$ cat config.mk
export PLATFORM = sky130hd
export DESIGN_NAME = conveyor_item_zone_tracker
export DESIGN_NICKNAME = d
export VERILOG_FILES = /design/src/rtl/core/cizt_pkg.sv /design/src/rtl/core/cizt_slot_table.sv /design/src/rtl/core/conveyor_item_zone_tracker.sv
export SDC_FILE = /design/constraint.sdc
export NUM_CORES = 1
export LEC_CHECK = 0
export BUFFER_PORTS_ARGS = -buffer_cell sky130_fd_sc_hd__buf_2
export CORE_MARGIN = 5
export CORE_UTILIZATION = 25
export DETAILED_ROUTE_END_ITERATION = 10
export MAX_ROUTING_LAYER = met4
export PLACE_DENSITY = 0.49
export SLEW_MARGIN = 10
export SYNTH_ARGS = -nofsm -noshare
export SYNTH_HDL_FRONTEND = slang
export SYNTH_SLANG_ARGS = --single-unit
$ cat constraint.sdc
create_clock -name i_clk -period 6.85 [get_ports i_clk]
set_clock_uncertainty 0.1 [all_clocks]
set_input_delay 0.3425 -clock i_clk [delete_from_list [all_inputs] [get_ports i_clk]]
set_output_delay 0.3425 -clock i_clk [all_outputs]
set_load 0.05 [all_outputs]
$ cat src/rtl/core/cizt_pkg.sv
// ----------------------------------------------------------------------------
// cizt_pkg
// Shared types and constants of the conveyor item zone tracker.
// ----------------------------------------------------------------------------
`default_nettype none

package cizt_pkg;

    localparam int SLOTS = 16;
    localparam int IDX_W = (SLOTS > 1) ? $clog2(SLOTS) : 1;

    localparam int ID_W     = 8;
    localparam int KIND_W   = 4;
    localparam int ZONE_W   = 3;
    localparam int TICKET_W = 32;
    localparam int MODE_W   = 2;
    localparam int CFG_IDX_W  = 3;
    localparam int CFG_DATA_W = 4;

    localparam logic [TICKET_W-1:0] TICKET_MAX = 32'hFFFF_FFFF;

    // event kinds
    localparam logic [MODE_W-1:0] MODE_NEW    = 2'd0;
    localparam logic [MODE_W-1:0] MODE_SENSOR = 2'd1;
    localparam logic [MODE_W-1:0] MODE_EJECT  = 2'd2;

    // configuration register indexes
    localparam logic [CFG_IDX_W-1:0] CFG_NONE_TYPE    = 3'd0;
    localparam logic [CFG_IDX_W-1:0] CFG_UNKNOWN_TYPE = 3'd1;
    localparam logic [CFG_IDX_W-1:0] CFG_ENTRY_ZONE   = 3'd2;
    localparam logic [CFG_IDX_W-1:0] CFG_DISCARD_ZONE = 3'd3;
    localparam logic [CFG_IDX_W-1:0] CFG_EJECTED_ZONE = 3'd4;

    // one slot as seen on the read port
    typedef struct packed {
        logic                active;
        logic [ID_W-1:0]     ident;
        logic [KIND_W-1:0]   kind;
        logic [ZONE_W-1:0]   zone;
        logic [TICKET_W-1:0] ticket;
    } t_slot_entry;

    // update request for one slot
    typedef struct packed {
        logic                alloc;   // write all fields, set active
        logic                move;    // write zone only
        logic                free;    // clear active
        logic [IDX_W-1:0]    idx;
        logic [ID_W-1:0]     ident;
        logic [KIND_W-1:0]   kind;
        logic [ZONE_W-1:0]   zone;
        logic [TICKET_W-1:0] ticket;
    } t_slot_wr;

endpackage

`default_nettype wire

$ cat src/rtl/core/cizt_slot_table.sv
// ----------------------------------------------------------------------------
// cizt_slot_table
// Slot storage: active flags with reset, payload fields written on
// allocation, zone also on a move. One read index, one update per cycle.
// ----------------------------------------------------------------------------
`default_nettype none

module cizt_slot_table
    import cizt_pkg::*;
(
    input  wire logic              i_clk,
    input  wire logic              i_rst_n,
    input  wire logic [IDX_W-1:0]  i_rd_idx,
    output t_slot_entry            o_rd_entry,
    input  wire t_slot_wr          i_wr
);

    logic [SLOTS-1:0]    r_active;
    logic [ID_W-1:0]     r_ident  [SLOTS];
    logic [KIND_W-1:0]   r_kind   [SLOTS];
    logic [ZONE_W-1:0]   r_zone   [SLOTS];
    logic [TICKET_W-1:0] r_ticket [SLOTS];

    always_ff @(posedge i_clk) begin
        if (!i_rst_n) begin
            r_active <= '0;
        end else begin
            if (i_wr.alloc) begin
                r_active[i_wr.idx] <= 1'b1;
            end else if (i_wr.free) begin
                r_active[i_wr.idx] <= 1'b0;
            end
        end
    end

    always_ff @(posedge i_clk) begin
        if (i_wr.alloc) begin
            r_ident[i_wr.idx]  <= i_wr.ident;
            r_kind[i_wr.idx]   <= i_wr.kind;
            r_ticket[i_wr.idx] <= i_wr.ticket;
        end
        if (i_wr.alloc || i_wr.move) begin
            r_zone[i_wr.idx] <= i_wr.zone;
        end
    end

    always_comb begin
        o_rd_entry.active = r_active[i_rd_idx];
        o_rd_entry.ident  = r_ident[i_rd_idx];
        o_rd_entry.kind   = r_kind[i_rd_idx];
        o_rd_entry.zone   = r_zone[i_rd_idx];
        o_rd_entry.ticket = r_ticket[i_rd_idx];
    end

endmodule

`default_nettype wire

$ cat src/rtl/core/conveyor_item_zone_tracker.sv
// ----------------------------------------------------------------------------
// conveyor_item_zone_tracker
// Keeps conveyor items in a slot table; handles new item, sensor and
// ejection events, reporting at most one item per event.
// ----------------------------------------------------------------------------
//  channel | direction | handshake                | payload
//  in      | to block  | i_in_valid / o_in_stall  | i_mode, i_box_type, i_sensor_id
//  out     | from block| o_out_valid / i_out_stall| o_box_id, o_box_kind, o_zone
//  cfg     | to block  | i_cfg_valid / o_cfg_ready| i_cfg_index, i_cfg_data
//
//  An event walks the table one slot per cycle through a single 32-bit ticket
//  comparator, then updates the chosen slot and reports in the final step.
//  The final step waits while a previous report is still stalled at the output.
//  Reset clears the active flags and the id and ticket counters and loads the
//  config registers with their defaults; no clearing pass is needed.
// ----------------------------------------------------------------------------
`default_nettype none

module conveyor_item_zone_tracker
    import cizt_pkg::*;
(
    input  wire logic                  i_clk,
    input  wire logic                  i_rst_n,
    // event input
    input  wire logic                  i_in_valid,
    output logic                       o_in_stall,
    input  wire logic [MODE_W-1:0]     i_mode,
    input  wire logic [KIND_W-1:0]     i_box_type,
    input  wire logic [ZONE_W-1:0]     i_sensor_id,
    // report output
    output logic                       o_out_valid,
    input  wire logic                  i_out_stall,
    output logic [ID_W-1:0]            o_box_id,
    output logic [KIND_W-1:0]          o_box_kind,
    output logic [ZONE_W-1:0]          o_zone,
    // configuration writes
    input  wire logic                  i_cfg_valid,
    output logic                       o_cfg_ready,
    input  wire logic [CFG_IDX_W-1:0]  i_cfg_index,
    input  wire logic [CFG_DATA_W-1:0] i_cfg_data
);

    localparam logic [1:0] ST_IDLE = 2'd0;
    localparam logic [1:0] ST_SCAN = 2'd1;
    localparam logic [1:0] ST_DONE = 2'd2;

    logic [1:0]          r_state, n_state;
    logic [IDX_W-1:0]    r_idx, n_idx;
    logic [MODE_W-1:0]   r_mode;
    logic [KIND_W-1:0]   r_type;
    logic [ZONE_W-1:0]   r_sensor;
    logic                r_found, n_found;
    logic [IDX_W-1:0]    r_best_idx, n_best_idx;
    logic [TICKET_W-1:0] r_lowest, n_lowest;
    logic                r_free_found, n_free_found;
    logic [IDX_W-1:0]    r_free_idx, n_free_idx;
    logic [ID_W-1:0]     r_id_ctr, n_id_ctr;
    logic [TICKET_W-1:0] r_ticket_ctr, n_ticket_ctr;

    logic [KIND_W-1:0]   r_none_type;
    logic [KIND_W-1:0]   r_unknown_type;
    logic [ZONE_W-1:0]   r_entry_zone;
    logic [ZONE_W-1:0]   r_discard_zone;
    logic [ZONE_W-1:0]   r_ejected_zone;

    logic                r_out_valid, n_out_valid;
    logic [ID_W-1:0]     r_out_id, n_out_id;
    logic [KIND_W-1:0]   r_out_kind, n_out_kind;
    logic [ZONE_W-1:0]   r_out_zone, n_out_zone;

    logic [IDX_W-1:0]    rd_idx;
    t_slot_entry         rd_entry;
    t_slot_wr            slot_wr;

    logic                in_xfer;
    logic                done_fire;
    logic                key_match;
    logic [ZONE_W-1:0]   dest_zone;
    logic [ID_W-1:0]     id_inc;
    logic                do_alloc;

    cizt_slot_table u_table (
        .i_clk      (i_clk),
        .i_rst_n    (i_rst_n),
        .i_rd_idx   (rd_idx),
        .o_rd_entry (rd_entry),
        .i_wr       (slot_wr)
    );

    assign o_in_stall  = (r_state != ST_IDLE);
    assign in_xfer     = i_in_valid && !o_in_stall;
    assign o_cfg_ready = 1'b1;

    // scan walks the table; the update step rereads the chosen slot
    assign rd_idx    = (r_state == ST_DONE) ? r_best_idx : r_idx;
    assign done_fire = (r_state == ST_DONE) && (!r_out_valid || !i_out_stall);
    assign dest_zone = r_sensor + ZONE_W'(1);
    assign id_inc    = r_id_ctr + ID_W'(1);
    assign do_alloc  = done_fire && (r_mode == MODE_NEW) && r_free_found
                       && (r_type != r_none_type);

    always_comb begin
        case (r_mode)
            MODE_SENSOR: key_match = (rd_entry.zone == r_sensor);
            MODE_EJECT:  key_match = (rd_entry.kind == r_type);
            default:     key_match = 1'b0;
        endcase
    end

    always_comb begin
        n_state      = r_state;
        n_idx        = r_idx;
        n_found      = r_found;
        n_best_idx   = r_best_idx;
        n_lowest     = r_lowest;
        n_free_found = r_free_found;
        n_free_idx   = r_free_idx;
        n_id_ctr     = r_id_ctr;
        n_ticket_ctr = r_ticket_ctr;
        n_out_valid  = r_out_valid && i_out_stall;
        n_out_id     = r_out_id;
        n_out_kind   = r_out_kind;
        n_out_zone   = r_out_zone;
        slot_wr      = '0;
        slot_wr.idx  = r_best_idx;

        case (r_state)
            ST_IDLE: begin
                if (in_xfer) begin
                    n_state      = ST_SCAN;
                    n_idx        = '0;
                    n_found      = 1'b0;
                    n_best_idx   = '0;
                    n_lowest     = TICKET_MAX;
                    n_free_found = 1'b0;
                    n_free_idx   = '0;
                end
            end
            ST_SCAN: begin
                if (!rd_entry.active && !r_free_found) begin
                    n_free_found = 1'b1;
                    n_free_idx   = r_idx;
                end
                // strict compare keeps the lowest index on equal tickets
                if (rd_entry.active && key_match && (rd_entry.ticket < r_lowest)) begin
                    n_found    = 1'b1;
                    n_best_idx = r_idx;
                    n_lowest   = rd_entry.ticket;
                end
                if (r_idx == IDX_W'(SLOTS - 1)) begin
                    n_state = ST_DONE;
                end else begin
                    n_idx = r_idx + IDX_W'(1);
                end
            end
            ST_DONE: begin
                if (done_fire) begin
                    n_state = ST_IDLE;
                    case (r_mode)
                        MODE_NEW: begin
                            if (do_alloc) begin
                                n_id_ctr       = (id_inc == '0) ? ID_W'(1) : id_inc;
                                n_ticket_ctr   = r_ticket_ctr + TICKET_W'(1);
                                slot_wr.alloc  = 1'b1;
                                slot_wr.idx    = r_free_idx;
                                slot_wr.ident  = n_id_ctr;
                                slot_wr.kind   = r_type;
                                slot_wr.zone   = r_entry_zone;
                                slot_wr.ticket = n_ticket_ctr;
                                n_out_valid    = 1'b1;
                                n_out_id       = n_id_ctr;
                                n_out_kind     = r_type;
                                n_out_zone     = r_entry_zone;
                            end
                        end
                        MODE_SENSOR: begin
                            if (r_found) begin
                                slot_wr.move = 1'b1;
                                slot_wr.zone = dest_zone;
                                slot_wr.free = (dest_zone == r_discard_zone)
                                               && (rd_entry.kind == r_unknown_type);
                                n_out_valid  = 1'b1;
                                n_out_id     = rd_entry.ident;
                                n_out_kind   = rd_entry.kind;
                                n_out_zone   = dest_zone;
                            end
                        end
                        MODE_EJECT: begin
                            if (r_found) begin
                                slot_wr.free = 1'b1;
                                n_out_valid  = 1'b1;
                                n_out_id     = rd_entry.ident;
                                n_out_kind   = rd_entry.kind;
                                n_out_zone   = r_ejected_zone;
                            end
                        end
                        default: begin
                        end
                    endcase
                end
            end
            default: begin
                n_state = ST_IDLE;
            end
        endcase
    end

    always_ff @(posedge i_clk) begin
        if (!i_rst_n) begin
            r_state      <= ST_IDLE;
            r_out_valid  <= 1'b0;
            r_id_ctr     <= '0;
            r_ticket_ctr <= '0;
        end else begin
            r_state      <= n_state;
            r_out_valid  <= n_out_valid;
            r_id_ctr     <= n_id_ctr;
            r_ticket_ctr <= n_ticket_ctr;
        end
    end

    always_ff @(posedge i_clk) begin
        r_idx        <= n_idx;
        r_found      <= n_found;
        r_best_idx   <= n_best_idx;
        r_lowest     <= n_lowest;
        r_free_found <= n_free_found;
        r_free_idx   <= n_free_idx;
        r_out_id     <= n_out_id;
        r_out_kind   <= n_out_kind;
        r_out_zone   <= n_out_zone;
        if (in_xfer) begin
            r_mode   <= i_mode;
            r_type   <= i_box_type;
            r_sensor <= i_sensor_id;
        end
    end

    always_ff @(posedge i_clk) begin
        if (!i_rst_n) begin
            r_none_type    <= KIND_W'(0);
            r_unknown_type <= KIND_W'(1);
            r_entry_zone   <= ZONE_W'(1);
            r_discard_zone <= ZONE_W'(4);
            r_ejected_zone <= ZONE_W'(5);
        end else if (i_cfg_valid && o_cfg_ready) begin
            case (i_cfg_index)
                CFG_NONE_TYPE:    r_none_type    <= i_cfg_data[KIND_W-1:0];
                CFG_UNKNOWN_TYPE: r_unknown_type <= i_cfg_data[KIND_W-1:0];
                CFG_ENTRY_ZONE:   r_entry_zone   <= i_cfg_data[ZONE_W-1:0];
                CFG_DISCARD_ZONE: r_discard_zone <= i_cfg_data[ZONE_W-1:0];
                CFG_EJECTED_ZONE: r_ejected_zone <= i_cfg_data[ZONE_W-1:0];
                default: begin
                end
            endcase
        end
    end

    assign o_out_valid = r_out_valid;
    assign o_box_id    = r_out_id;
    assign o_box_kind  = r_out_kind;
    assign o_zone      = r_out_zone;

    // an accepted event always starts a scan at slot zero
    a_scan_start: assert property (@(posedge i_clk) disable iff (!i_rst_n)
        in_xfer |=> (r_state == ST_SCAN) && (r_idx == '0))
        else $error("scan did not start at slot zero");

    // the slot chosen by the search is still active at the update step
    a_found_active: assert property (@(posedge i_clk) disable iff (!i_rst_n)
        ((r_state == ST_DONE) && r_found) |-> rd_entry.active)
        else $error("selected slot not active");

    // an allocation advances the ticket by one and never hands out id zero
    a_alloc_ctrs: assert property (@(posedge i_clk) disable iff (!i_rst_n)
        do_alloc |=> (r_id_ctr != '0)
                     && (r_ticket_ctr == $past(r_ticket_ctr) + TICKET_W'(1)))
        else $error("counter update on allocation wrong");

    // a pending report is never overwritten by the update step
    a_no_overwrite: assert property (@(posedge i_clk) disable iff (!i_rst_n)
        ((r_state == ST_DONE) && r_out_valid && i_out_stall) |=> (r_state == ST_DONE))
        else $error("update step ran while output was stalled");

endmodule

`default_nettype wire

Word level (Yosys, flattened, before mapping)
Memories as Yosys holds them, arrays and structs flattened.
Cells that the tools add are included.
Word-level totals
  logic and storage cells: 161
  bits in writable memories: 752
  output and inout port bits: 18
  memories kept: 4
  input port bits: 21
  bits in registers: 146
Cells by class
  bitwise gates (word level): 3
  order comparisons: 4
  equal/unequal tests: 24
  $add $sub $neg: 4
  reductions and logical operators: 40
  mux-type cells: 60
Memories
  u_table.r_ticket: words 16, bits a word 32, read ports 1, clocked after Yosys merged registers in 0, wr ports 1, RTL line cizt_slot_table.sv:22  | logic [TICKET_W-1:0] r_ticket [SLOTS];
  u_table.r_ident: words 16, bits a word 8, read ports 1, clocked after Yosys merged registers in 0, wr ports 1, RTL line cizt_slot_table.sv:19  | logic [ID_W-1:0] r_ident [SLOTS];
  u_table.r_kind: words 16, bits a word 4, read ports 1, clocked after Yosys merged registers in 0, wr ports 1, RTL line cizt_slot_table.sv:20  | logic [KIND_W-1:0] r_kind [SLOTS];
  u_table.r_zone: words 16, bits a word 3, read ports 1, clocked after Yosys merged registers in 0, wr ports 1, RTL line cizt_slot_table.sv:21  | logic [ZONE_W-1:0] r_zone [SLOTS];
Operator list (count)
  $mux 54: 2
  $mux 32: 3
  $pmux 32 s2: 1
  $mux 51: 1
  $mux 16: 3
  $add 32x1->32 const B: 1
  $lt 32x32->1: 1
  $pmux 4 s2: 4
  $mux 4: 7
  $mux 8: 3
  $ne 2x2->1 const B: 9
  $mux 1: 17
  $and 16x16->16: 1
  $not 16->16: 1
  $or 16x16->16: 1
  $pmux 8 s2: 1
  $mux 3: 4
  $reduce_and 3->1: 4
  $logic_and 1x1->1: 11
  $lt 4x5->1 const B: 2
  $pmux 1 s2: 5
  $reduce_and 2->1: 5
  $pmux 3 s3: 1
  $add 8x1->8 const B: 1
  other kinds (29): 46

Logic depth before layout (Yosys ltp)
Gate-level depths: netlist of the first run.
  word-level depth: 18
  mapped depth: 20
  depth with buffers taken out: 17

Modules after synthesis
Synthesis of the first run repeated with hierarchy kept, for this count alone.
Second synthesis, totals
  cells, all modules: 2030
  area total of the unflattened synthesis: 36234.8 um^2
Modules (own cells, without submodules)
  cizt_slot_table: area each 29049.1 um^2, cells each 1289, seq. area each 22902.0 um^2, times used 1
  conveyor_item_zone_tracker: area each 7185.6 um^2, cells each 741, seq. area each 3303.2 um^2, times used 1

Worst setup path after synthesis of the first run
No wires, ideal clock.
  path kind: register -> register
  start point: reg r_state[0]
  end point: reg r_best_idx[0] (enable)
  buffers on the path: 3
  arrival: 4594 ps
  required time: 6353 ps
  library setup time: 397 ps
  period minus slack after synthesis: 5091 ps
  cell stages (with the launch flop): 18
  path slack: 1759 ps
  cells stage by stage: dfxtp_1 nand2b_1 buf_2 mux2i_1 clkbuf_1 buf_2 mux4_2 nand2_1 a31oi_1 ha_1 a21o_1 a21o_1 a21oi_1 o21ai_0 a211oi_1 o21ai_0 nand2_1 a31o_1
RTL lines
  start, declared: RTL line conveyor_item_zone_tracker.sv:47  | logic [1:0] r_state, n_state;
  start signal, assigned: RTL line conveyor_item_zone_tracker.sv:215  | r_state <= n_state;
  end signal, assigned: RTL line conveyor_item_zone_tracker.sv:225  | r_best_idx <= n_best_idx;
  end, declared: RTL line conveyor_item_zone_tracker.sv:53  | logic [IDX_W-1:0] r_best_idx, n_best_idx;

==> results.md, run 1 <==
- Outcome: completed
- First-pass GRT wire length: 140300 µm
- Top_reg_cell synth: edfxtp_1
- RSZ-0062 raised after global routing: no
- Critical path data arrival time: 5.53 ns
- Tot Pwr: 11.80 mW
- Simple-Gate Fraction of Synth Area: 8.659%
- Root Driver: clkbuf_16
- Ys async rst share: 0%
- Slack of the critical path: 1.556 ns
- Top Layer Used: met4
- Die area: 0.1563 mm²
- Port Buffers: 37
- Worst VDD drop: 0.1716 mV
- Ranking of synthesized cells by area: edfxtp_1, mux4_2, dfxtp_1, nand2_1, mux2i_1
- Detailed Route Iter0 Violations: 1599
- Dpl ws: 1.556 ns
- GRT Util Overall: 12.22%
- CORE AREA: 0.1477 mm²
- Leakage: 13.17 nW
- Syn_nets: 2380
- Synth warnings: 0
- Startpoint class of the critical path: register
- Worst rel slew slack: 18.84%
- Worst path slowest cell: a31o_2
- # DRC: 0
- M1 wire length: 41810 µm
- Adder-cell share of the synthesized area: 1.315%
- Cell taking the most area after synthesis: edfxtp_1
- Worst Tran Pin Value: 1.212 ns
- DR WL met3: 3225 µm
- Die Span Y: 395.3 µm
- Largest net degree at the start of global routing: 89
- Worst setup EP type: register
- Reg2reg path depth: 17
- Register area share after synthesis: 70.59%
- Max-slew violations: 0
- Post-Syn Area: 0.03712 mm²
- RePlAce Congestion: 0.7492
- Hold crit path type: primary input to register
- Main combinational cell family by area after synthesis: multiplexers
- DR WL met2: 47310 µm
- P&R area growth vs syn: 15.98%
- H-tree level count: 3
- Fin crit share: 77.28%
- Post-synth EDFFs: 822
- Share of layout cells above drive strength 1: 16.75%
- Vias in the first global route: 20740
- WS Path Type: register to register
- Final Hold Fails: 0
- Synth Area in XOR/XNOR: 1.722%
- Die width: 395.3 µm
- Total Neg Setup Slack: 0 ns
- Final std cells w/o fill: 4402
- Clock power frac: 41.5%
- Skew-Pair Late Insertion Delay: 0.67 ns
- Reg clk slew, reported paths: 0.06 ns
- CTS Sinks: 898
- DR pass1 iterations: 5
- Cell internal pwr: 9.055 mW
- Power Dens Cells: 274.1 mW/mm²
- Post-synthesis register bit count: 898
- Detailed Route WL: 94330 µm
- GRT overflow: 0
- Num CTS Buffers: 93
- Switching Share: 23.28%
- Top cell type's share of synthesized area: 66.50%
- Worst Path Max Fanout: 88
- Max Cap Violations: 0
- Post-synth top cells: edfxtp_1, nand2_1, mux4_2, nor2_1, mux2i_1
- Initial antenna violation count: 3
- Post-synthesis mux area share: 11.98%
- WL per Instance: 21.43 µm
- Row count: 141
- Post-DP HPWL: 51870 µm
- Vias: 20110
- Boundary Pins: 39
- CTS tree: yes
- Nets: 2456
- Compound-cell area share of the yosys netlist: 3.863%
- Final ANT Viol Nets: 0
- Gate power share: 7.9%
- Fmax: 188.9 MHz
- Placed Cells: 4215
- Via density: 4.568
- Final setup vio count: 0
- Flop pwr share: 50.6%
- Post-synth cell types: 61
- Crit-path max cell delay: 0.50 ns
- Crit path required time: 7.09 ns
- Post-Syn Area per Cell: 16.00 µm²
- Cells after synthesis: 2320
- WHS Path Cells: 4
- Period minus WS final: 5.294 ns
- Net Switching: 2.747 mW
- Clock buffer depth: 3
- Most numerous cell in the Yosys netlist: edfxtp_1
- Crit path cell chain: nor2b_1 -> buf_4 -> nor2_1 -> a21oi_4 -> buf_12 -> mux4_2 -> nand2_1 -> and3_1 -> a31oi_1 -> ha_1 -> a21oi_1 -> nor3_1 -> nor4b_1 -> o2111ai_1 -> a21oi_1 -> a31o_2 -> buf_12
- Initial core utilization: 25.14%
## cell type report
type	instances	area, µm²
tap	1930	2415
sequential	898	26210
inverter	46	172.7
multi-input combinational	1252	10440
fill	14560	104600
antenna	1	2.502
clock buffer	108	2424
clock inverter	62	509.2
timing repair buffer	105	885.9
## per-layer routing
layer | vias to the layer above | GRT usage, %
met2 | 370 | 20.65
li1 | 9085 | -
met4 | 0 | 3.346
met1 | 10540 | 15.60
met3 | 116 | 1.490
met5 | - | -
## registers in the layout, indices dropped and copies added, names as in the netlist, 8 cells and up, named ones only
| signal | count |
|---|---|
| o_box_id | 8 |
| r_id_ctr | 8 |
| r_lowest | 32 |
| r_ticket_ctr | 32 |
| u_table.r_ident | 128 |
| u_table.r_kind | 64 |
| u_table.r_ticket | 512 |
| u_table.r_zone | 48 |
## cell usage in the layout, fill, tap and decap left out, types with 19 or more instances in the layout
master       n
and2_1      37
clkbuf_16   93
clkinv_1    26
edfxtp_1   822
xnor2_1     46
clkinv_2    19
and3_1      41
buf_4       40
nand2b_1    40
buf_2       37
or3_1       22
mux2i_1     81
mux4_2     158
nand4_1     22
inv_1       45
nor2b_1     19
nand3_1     61
a21oi_1     27
nand2_1    280
o21ai_0     25
nor2_1     114
xor2_1      27
a31oi_1     47
dfxtp_1     76
ha_1        39
## power groups by stage
| stage | Sequential [mW] | Clock (mW) | Combinational [mW] |
|---|---|---|---|
| 2_1_floorplan | 6.06 | 0 | 0.645 |
| 3_3_place_gp | 6.09 | 0 | 0.945 |
| 3_5_place_dp | 6.09 | 0 | 0.943 |
| 4_1_cts | 5.97 | 5.03 | 0.953 |
| 5_1_grt | 5.97 | 5.25 | 1.02 |
| 6_report | 5.97 | 4.90 | 0.930 |
## logic make-up after synthesis
group	Yosys count
other cells	1
mux	246
flops	898
simple gates	680
xor+xnor	73
fa+ha+maj	39
compound gates	213
buf+inv	170
## through the flow
stage	cell area (µm²)	util [%]	hold slack (ns)
2_1_floorplan	37120	-	0.3414
3_3_place_gp	39930	27.04	0.3595
3_5_place_dp	39950	27.05	0.3636
4_1_cts	43040	29.15	0.001930
5_1_grt	43050	29.16	0.05555
6_report	43050	29.16	0.05122
## what timing repair did
item,4_1_cts,5_1_grt
hold endpoints to repair,26,0
gates resized for setup,0,0
hold buffers,16,0
setup buffers,0,0
## worst max-delay path, delay by kind of cell (launching register included)
family,cells,cell delay (ns)
AO/OA/AOI/OAI,6,1.62
adder cells (fa/ha/maj),1,0.32
buffers and inverters,3,0.99
flip-flops,1,0.45
multiplexers,1,0.31
AND/OR/NAND/NOR,6,1.09
## path summary, 6_finish.rpt
check	start	end	slack, ns
setup reg to reg	r_state[1]$_SDFFE_PN0P_	r_lowest[27]$_SDFFCE_PN1P_	1.56
hold / removal	i_cfg_index[2]	r_entry_zone[0]$_SDFFE_PN1P_	0.05
hold reg to reg	r_ejected_zone[2]$_SDFFE_PN1P_	r_ejected_zone[2]$_SDFFE_PN1P_	0.38
setup / recovery	r_state[1]$_SDFFE_PN0P_	r_lowest[27]$_SDFFCE_PN1P_	1.56
Note: power is estimated with default switching activity, not from simulation.
==> run 2, diff against run 1 <==
--- a/config.mk
+++ b/config.mk
@@ -5,6 +5,7 @@
 export SDC_FILE = /design/constraint.sdc
 export NUM_CORES = 1
 export LEC_CHECK = 0
+export ABC_AREA = 1
 export BUFFER_PORTS_ARGS = -buffer_cell sky130_fd_sc_hd__buf_2
 export CORE_MARGIN = 5
 export CORE_UTILIZATION = 25
==> constraint.sdc (replaced) <==
create_clock -name i_clk -period 5 [get_ports i_clk]
set_clock_uncertainty 0.1 [all_clocks]
set_input_delay 0.25 -clock i_clk [delete_from_list [all_inputs] [get_ports i_clk]]
set_output_delay 0.25 -clock i_clk [all_outputs]
set_load 0.05 [all_outputs]
==> run 2 against run 1 <==
Net effect: utilization up 0.32 points; via count up 23%; flip-flop and latch count unchanged; clock power up 44%; critical path type unchanged; critical endpoint is now r_lowest[0]$_SDFFCE_PN1P_; largest cell class unchanged.
==> results.md, run 2 <==
- Worst Path Max Fanout: 33
- Worst rel slew slack: 22.00%
- Post-CTS Setup Bufs: 0
- Dpl ws: 0.6229 ns
- Gate power share: 9.8%
- Final ANT Viol Nets: 0
- Post-Syn Area per Cell: 11.42 µm²
- GRT overflow: 0
- Ranking of synthesized cells by area: edfxtp_1, nand2_1, nand3_1, dfxtp_1, nor2_1
- Commonest cells after routing, fill and taps aside: edfxtp_1, nand2_1, nand3_1
- First-pass GRT wire length: 157100 µm
- Final Hold Fails: 0
- DR pass1 iterations: 5
- Synth Area in XOR/XNOR: 0.5568%
- # DRC: 0
- Total Neg Setup Slack: 0 ns
- Top flop regs: u_table.r_ticket x512, u_table.r_ident x128, u_table.r_kind x64
- Area after DPL: 0.04080 mm²
- Placed Cells: 5261
- WS Path Type: register to register
- Final instance area: 0.04420 mm²
- Via density: 4.533
- Fmax: 228.3 MHz
- Tot Pwr: 16.86 mW
- Initial core utilization: 25.18%
- Top_reg_cell synth: edfxtp_1
- CTS tree: yes
- Final setup vio count: 0
- Register area share after synthesis: 69.41%
- Post-synthesis mux area share: 0%
- Critical path data arrival time: 4.62 ns
- Most numerous cell in the Yosys netlist: edfxtp_1
- Worst VDD drop: 0.2947 mV
- R2R setup slack: 0.62 ns
- Skew-Pair Late Insertion Delay: 0.68 ns
- Compound-cell area share of the yosys netlist: 7.941%
- Port Buffers: 37
- Vias in the first global route: 24200
- Net Switching: 4.143 mW
- Detailed Route Iter0 Violations: 2099
- Main combinational cell family by area after synthesis: simple AND/OR/NAND/NOR gates
- Clock power frac: 41.8%
- Worst setup EP type: register
- Die width: 398.6 µm
- Ys async rst share: 0%
- Post_cts resized: 0
- Simple-Gate Fraction of Synth Area: 15.97%
- Outcome: completed
- Power Dens Cells: 381.5 mW/mm²
- Fin crit share: 87.60%
- Largest register FFs: 512
- CORE AREA: 0.1500 mm²
- Detailed Route WL: 104900 µm
- Startpoint class of the critical path: register
- Synth warnings: 0
- Boundary Pins: 39
- Reg clk slew, reported paths: 0.06 ns
- Period minus WS final: 4.380 ns
- Post-Syn Area: 0.03775 mm²
- H-tree level count: 3
- Switching Share: 24.57%
- Crit path required time: 5.24 ns
- Post-synthesis register bit count: 898
- Post-synth EDFFs: 822
- GRT Util Overall: 13.36%
- RePlAce Congestion: 0.7799
- WL per Instance: 19.18 µm
- RSZ-0062 raised after global routing: no
- Max-slew violations: 0
- Post-synth cell types: 44
- Final std cells w/o fill: 5470
- Leakage: 16.35 nW
- Clock buffer depth: 3
- Vias: 24790
- Syn_nets: 3365
- P&R area growth vs syn: 17.08%
- Adder-cell share of the synthesized area: 1.293%
- Post-synth top cells: edfxtp_1, nand2_1, nand3_1, nor2_1, inv_1
- Reg with most FFs: u_table.r_ticket
- Nets: 3431
- Post-DP HPWL: 56550 µm
- Cell taking the most area after synthesis: edfxtp_1
- Hold crit path type: primary input to register
- Die area: 0.1589 mm²
- Slack of the critical path: 0.6199 ns
- Top cell type's share of synthesized area: 65.38%
- Cells after synthesis: 3305
- Row count: 142
- Largest net degree at the start of global routing: 95
- Flop pwr share: 48.4%
- Cell internal pwr: 12.72 mW
- Num CTS Buffers: 97
- Die Span Y: 398.6 µm
- Root Driver: clkbuf_16
- Most common cell after layout, fill and taps aside: edfxtp_1
- Max Cap Violations: 0
- Worst Tran Pin Value: 1.170 ns
- Initial antenna violation count: 2
- CTS Sinks: 898
- Share of layout cells above drive strength 1: 8.978%
run 2: cell types whose count changed after synthesis, sizes merged, moves of 62 or more:
cell    previous run  this run
a21oi             31       148
a32o               0        62
buf               46       122
inv               46       240
mux2i             85         0
mux4             158         0
nand2            280       796
nand3             61       365
nor2             130       246
o211ai             7        77
o21ai             36       115
run 2: cell type report:
class / count / area, µm²
diodes: 1 / 2.502
flip-flops and latches: 898 / 26210
clock buffers: 128 / 2614
inverters: 242 / 910.9
clock inverters: 53 / 511.7
fillers: 15370 / 105800
repair buffers: 154 / 1519
multi-input cells: 1978 / 9915
well taps: 2016 / 2522
run 2: power by group through the flow:
| stage | Clock (mW) | Sequential [mW] | Combinational (mW) |
|---|---|---|---|
| after floorplan | 0 | 8.31 | 1.11 |
| after global placement | 0 | 8.32 | 1.64 |
| after detailed placement | 0 | 8.32 | 1.64 |
| after CTS | 7.22 | 8.16 | 1.66 |
| after global routing | 7.55 | 8.16 | 1.82 |
| final | 7.05 | 8.16 | 1.65 |
run 2: critical path, cell delays in order, from the launching register on:
cell and delay (ns):
dfxtp_1 0.47, nand2_2 0.13, o21ai_4 0.87, buf_12 0.32, nand3_1 0.11, nand3_1 0.08
o211ai_1 0.11, nand2_1 0.14, inv_1 0.05, ha_1 0.28, a21oi_1 0.15, nor2_1 0.06
a211oi_1 0.21, a21oi_1 0.11, a211oi_1 0.19, nand2_1 0.08, a21oi_1 0.13, nand2_1 0.08
nand2_2 0.06, buf_4 0.32
run 2: routing by layer:
layer | share of wire, % | global-route usage [%] | vias up | routed length (µm)
met5 | 0 | - | - | 0
met4 | 2.3 | 3.683 | 0 | 2417
met3 | 4.3 | 1.815 | 152 | 4480
met2 | 48 | 21.79 | 556 | 50220
met1 | 46 | 17.55 | 12270 | 47770
li1 | - | - | 11820 | -
run 2: worst paths after layout:
path / startpoint / cells after the start / end
max reg2reg: r_state[1]$_SDFFE_PN0P_ / 19 / r_lowest[0]$_SDFFCE_PN1P_
max: r_state[1]$_SDFFE_PN0P_ / 19 / r_lowest[0]$_SDFFCE_PN1P_
min: i_in_valid / 3 / r_state[0]$_SDFFE_PN0P_
min reg2reg: register / 2 / register
run 2: kinds of logic (layout without fill, tap and decap cells):
kind of cell	count (synthesis)	in the layout
xor+xnor	24	24
compound gates	462	462
flops	898	898
buf+inv	429	577
other cells	1	2
fa+ha+maj	39	39
simple gates	1452	1452
run 2: metrics by stage:
stage	hold slack (ns)	utilization, %
global route	0.1208	29.48
global placement	0.3287	27.21
CTS	0.09580	29.47
floorplan	0.2489	-
detailed placement	0.3281	27.21
finish	0.1444	29.48
run 2: repair_timing:
action                                  in CTS  in global routing
endpoints found under the hold margin       33                  0
hold buffers                                27                  0
endpoints found under the setup margin       0                  0
